--- config.mk ---
export PLATFORM = sky130hd
export DESIGN_NAME = pip_edge
export DESIGN_NICKNAME = d
export VERILOG_FILES = /design/src/rtl/pip_pkg.sv /design/src/rtl/pip_edge.sv
export SDC_FILE = /design/constraint.sdc
export NUM_CORES = 2
export LEC_CHECK = 0
export BUFFER_PORTS_ARGS = -buffer_cell sky130_fd_sc_hd__buf_2
export CAP_MARGIN = 20
export CORE_ASPECT_RATIO = 0.75
export CORE_MARGIN = 5
export CORE_UTILIZATION = 65
export CTS_CLUSTER_SIZE = 12
export DETAILED_ROUTE_END_ITERATION = 10
export PLACE_DENSITY_LB_ADDON = 0.3
export SYNTH_ARGS = -nofsm -noshare
export SYNTH_HDL_FRONTEND = slang
export SYNTH_SLANG_ARGS = --single-unit
--- constraint.sdc ---
create_clock -name clk -period 13.5 [get_ports clk]
set_input_delay 2.025 -clock clk [delete_from_list [all_inputs] [get_ports clk]]
set_output_delay 2.025 -clock clk [all_outputs]
set_load 0.1 [all_outputs]
--- src/rtl/pip_pkg.sv ---
// ----------------------------------------------------------------------------
// Point-in-polygon package
// Shared sizes, opcodes, sequencer states and the edge unit status bundle.
// ----------------------------------------------------------------------------
`timescale 1ns / 1ps

package pip_pkg;

  localparam int MAX_VERTICES = 64;
  localparam int COORD_BITS   = 16;
  localparam int ADDR_W       = $clog2(MAX_VERTICES);
  localparam int CNT_W        = $clog2(MAX_VERTICES + 1);

  typedef enum logic [1:0] {
    OP_CLEAR  = 2'd0,
    OP_APPEND = 2'd1,
    OP_QUERY  = 2'd2,
    OP_NONE   = 2'd3
  } op_t;

  typedef enum logic [1:0] {
    ST_IDLE,
    ST_PRIME,
    ST_WALK,
    ST_DRAIN
  } state_t;

  typedef struct packed {
    logic busy;
    logic toggle;
  } edge_stat_t;

endpackage

--- src/rtl/pip_edge.sv ---
// ----------------------------------------------------------------------------
// Point-in-polygon edge unit
// Two-stage pipeline that decides whether one edge toggles the inside flag.
// ----------------------------------------------------------------------------
`timescale 1ns / 1ps

module pip_edge (
  input  logic                                   clk,
  input  logic                                   rst_n,
  input  logic                                   edge_valid,
  input  logic signed [pip_pkg::COORD_BITS-1:0]  xi,
  input  logic signed [pip_pkg::COORD_BITS-1:0]  yi,
  input  logic signed [pip_pkg::COORD_BITS-1:0]  xj,
  input  logic signed [pip_pkg::COORD_BITS-1:0]  yj,
  input  logic signed [pip_pkg::COORD_BITS-1:0]  px,
  input  logic signed [pip_pkg::COORD_BITS-1:0]  py,
  output pip_pkg::edge_stat_t                    stat
);

  localparam int C = pip_pkg::COORD_BITS;

  logic signed [C:0]     dxp_nxt, dy_nxt, dxe_nxt, dyp_nxt;
  logic signed [C:0]     dxp_r, dy_r, dxe_r, dyp_r;
  logic                  straddle;
  logic                  v1_r, neg1_r;
  logic                  v2_r, neg2_r;
  logic signed [2*C+1:0] lhs_r, rhs_r;
  logic                  hit;

  assign straddle = ((yi <= py) && (py < yj)) || ((yj <= py) && (py < yi));
  assign dxp_nxt  = {px[C-1], px} - {xi[C-1], xi};
  assign dy_nxt   = {yj[C-1], yj} - {yi[C-1], yi};
  assign dxe_nxt  = {xj[C-1], xj} - {xi[C-1], xi};
  assign dyp_nxt  = {py[C-1], py} - {yi[C-1], yi};

  // Stage one: differences. Only straddling edges travel on as valid.
  always_ff @(posedge clk) begin
    if (!rst_n) begin
      v1_r <= 1'b0;
    end else begin
      v1_r <= edge_valid && straddle;
    end
  end

  always_ff @(posedge clk) begin
    dxp_r  <= dxp_nxt;
    dy_r   <= dy_nxt;
    dxe_r  <= dxe_nxt;
    dyp_r  <= dyp_nxt;
    neg1_r <= dy_nxt[C];
  end

  // Stage two: the two cross products, side by side.
  always_ff @(posedge clk) begin
    if (!rst_n) begin
      v2_r <= 1'b0;
    end else begin
      v2_r <= v1_r;
    end
  end

  always_ff @(posedge clk) begin
    lhs_r  <= dxp_r * dy_r;
    rhs_r  <= dxe_r * dyp_r;
    neg2_r <= neg1_r;
  end

  // A falling edge flips the sense of the comparison.
  assign hit = neg2_r ? (lhs_r > rhs_r) : (lhs_r < rhs_r);

  assign stat.toggle = v2_r && hit;
  assign stat.busy   = v1_r || v2_r;

endmodule

==> results by group <==
CTS
  • Clock slew at reported path FFs: 70 ps
  • CTS buffer count: 17
  • Clock Sink Count: 139
  • Clock root cell: clkbuf_16
  • Hold buffer count at CTS: 0
  • Clk_lat worst skew: 450 ps
  • Cts repair resizes: 0
  • TritonCTS clock tree: yes
  • CTS H-tree depth: 4
  • Post-CTS Setup Bufs: 0
  • Clock Path Buffers: 2

Detailed routing
  • DR iter-0 viols: 1773
  • Routed wire per std cell: 20.0 um
  • Total Wirelength: 74300 um
  • Vias: 21300
  • Via density: 5.73
  • TritonRoute pass-1 iters: 6
  • DRC errors left: 0
  • Final ANT Viol Nets: 0

Global route
  • Initial antenna violation count: 2
  • Pin count of the biggest net entering global routing: 18
  • First-pass GRT wire length: 122000 um
  • Global route total overflow: 0
  • Global Route Usage Sum: 0.322
  • Vias in the first global route: 23200

Placement
  • IO Port Bufs: 100
  • Final HPWL DP: 60800 um
  • GP Congestion: 0.980

Synth
  • Library cells used by synthesis: 68
  • Post-synth EDFFs: 0
  • Mapped Cells: 3089
  • Top FF cell, synth: dfxtp_1
  • Post-Syn Area: 0.0286 mm2
  • Yosys reg bits: 139
  • Seq/Total Area, Yosys: 0.0973
  • Asr flop ratio synth: 0
  • Synth Area per Inst: 9.25 um2
  • Synth Net Count: 4069
  • Yosys warnings: 0

Finish
  • Net count, final: 4111
  • # fillers: 3386
  • Area growth, synth to finish: 5.29%
  • Layout cells sized above 1: 0.0468

Timing
  • RSZ-0062 raised after global routing: false
  • Final critical-path share of the clock period: 0.539
  • Crit path time final: 7280 ps
  • Final hold vios: 0
  • Final Skew: 16.3 ps
  • Fmax: 0.137 GHz
  • Slew Limit Headroom: 0.324
  • Worst Max-Slew Pin Slew: 1010 ps
  • Setup Total Neg Slack: 0 ps
  • Max Transition Viols Final: 0
  • Final Setup Violations: 0

Floorplan
  • IO Pins: 101
  • Die Ht: 192 um
  • Core area: 0.0434 mm2
  • Starting Density: 0.658
  • Rows: 66
  • Die X: 252 um
  • Die footprint: 0.0483 mm2

Setup path
  • Critical path arrival: 7620 ps
  • Req. time, crit path: 13840 ps
  • CP endpoint kind: register
  • Worst path bufs/invs: 5
  • Type of origin of the critical path: register
  • Critical path cell sequence: nand2_1 -> fa_1 -> inv_1 -> fa_1 -> inv_1 -> fa_1 -> inv_1 -> fa_1 -> fa_1 -> inv_1 -> fa_1 -> inv_1 -> ha_1 -> a21oi_1 -> o21ai_0 -> a21oi_1 -> o21bai_1 -> o41ai_1 -> o21ai_0 -> o21ai_0 -> nand2b_1 -> xor2_1
  • Slowest-stage cell, CP: dfxtp_1
  • Class of the most critical setup path: register to register
  • Delay-heaviest family, CP: adder cells
  • Most used cell, CP: fa_1
  • R2R setup slack: 6220 ps
  • Critical-path maximum fanout: 17
  • CP peak stage delay: 980 ps

Worst hold path
  • Worst hold path type: register to register

Outcome
  • Status: finished, final reports clean

Job
  • Max-capacitance violation count: 0
==> logic make-up after synthesis <==
group,after synthesis,synth area share
compound gates,281,0.0664
xor+xnor,113,0.0346
fa+ha+maj,881,0.542
buf+inv,796,0.105
flops,139,0.0973
mux,2,0.000744
simple gates,877,0.154
==> worst paths after layout <==
kind | start | to | depth (start not counted)
worst max register to register | dxe_r[7]$_DFF_P_ | rhs_r[28]$_DFF_P_ | 22
worst min register to register | dy_r[16]$_DFF_P_ | neg2_r$_DFF_P_ | 0
worst min-delay path | dy_r[16]$_DFF_P_ | neg2_r$_DFF_P_ | 0
worst max-delay path | dxe_r[7]$_DFF_P_ | rhs_r[28]$_DFF_P_ | 22
==> final cells by class <==
cell class                      instances  area, um2  share of cell area
Multi-Input combinational cell       2154      22800               0.758
Sequential cell                       139       2780              0.0924
Inverter                              719       2700              0.0897
Tap cell                              578        723              0.0240
Timing Repair Buffer                  100        500              0.0166
Clock buffer                           18        429              0.0143
Clock inverter                         14        146             0.00486
Antenna cell                            1       2.50           0.0000831
==> Yosys cell counts (9+ instances only) <==
| cell type | count | area (um2) |
|---|---|---|
| inv_1 | 719 | 2700 |
| fa_1 | 596 | 11900 |
| nand2_1 | 326 | 1220 |
| and2_1 | 296 | 1850 |
| ha_1 | 285 | 3570 |
| dfxtp_1 | 139 | 2780 |
| xnor2_1 | 84 | 736 |
| nor2_1 | 82 | 308 |
| clkbuf_1 | 77 | 289 |
| a21oi_1 | 74 | 370 |
| o21ai_0 | 49 | 245 |
| nor3_1 | 37 | 185 |
| a21o_1 | 35 | 263 |
| nand3_1 | 30 | 150 |
| xor2_1 | 29 | 254 |
| nand2b_1 | 27 | 169 |
| nor2b_1 | 21 | 131 |
| nand4_1 | 14 | 87.6 |
| or3_1 | 14 | 87.6 |
| o21a_1 | 13 | 97.6 |
| o211ai_1 | 12 | 90.1 |
| a211oi_1 | 11 | 82.6 |
| o21bai_1 | 9 | 67.6 |
==> metrics by stage <==
step                hold WS, ps  cells  utilization  setup slack [ps]  area (um2)
global placement            402   3690        0.680              6620       29500
floorplan                   389   3089            -              7210       28600
detailed placement          424   3690        0.680              6510       29500
CTS                         438   3722        0.693              6430       30100
finish                      436   3723        0.693              6220       30100
global route                451   3722        0.693              5890       30100
==> registers in the layout, indices dropped and copies added, names as in the netlist <==
| register | count |
|---|---|
| dyp_r | 17 |
| v1_r | 1 |
| dxp_r | 17 |
| neg2_r | 1 |
| v2_r | 1 |
| dy_r | 17 |
| dxe_r | 17 |
| rhs_r | 34 |
| lhs_r | 34 |
==> layout by cell type (no fill, tap or decap), types with 4 or more instances in the layout <==
master and count:
inv_1 719, fa_1 596, nand2_1 326, and2_1 296, ha_1 285, dfxtp_1 139
buf_2 100, xnor2_1 84, nor2_1 82, a21oi_1 74, o21ai_0 49, nor3_1 37
a21o_1 35, nand3_1 30, xor2_1 29, nand2b_1 27, nor2b_1 21, clkbuf_16 17
or3_1 14, nand4_1 14, o21a_1 13, o211ai_1 12, a211oi_1 11, o21bai_1 9
and3_1 8, a21boi_0 8, a211o_1 7, nor4_1 6, a31oi_1 5, a221oi_1 5
inv_6 5, o31a_1 4, or2_2 4, o2111ai_1 4, inv_8 4
==> worst register-to-register path: stages, from the launching register on <==
cell,delay [ps]
dfxtp_1,980
nand2_1,230
fa_1,580
inv_1,60
fa_1,500
inv_1,50
fa_1,540
inv_1,50
fa_1,450
fa_1,490
inv_1,50
fa_1,470
inv_1,40
ha_1,340
a21oi_1,190
o21ai_0,170
a21oi_1,320
o21bai_1,150
o41ai_1,780
o21ai_0,280
o21ai_0,200
nand2b_1,100
xor2_1,140
==> layer usage <==
metal / vias to the layer above / track usage / wire, um
met3: 173 / 0.0843 / 8020
met2: 1044 / 0.495 / 32900
met4: 2 / 0.0935 / 2450
li1: 9449 / - / -
met1: 10700 / 0.457 / 31000
met5: - / 0 / 7
Power is not shown: default switching activity piles up to over one toggle a cycle in this logic, so the estimate is an artifact.
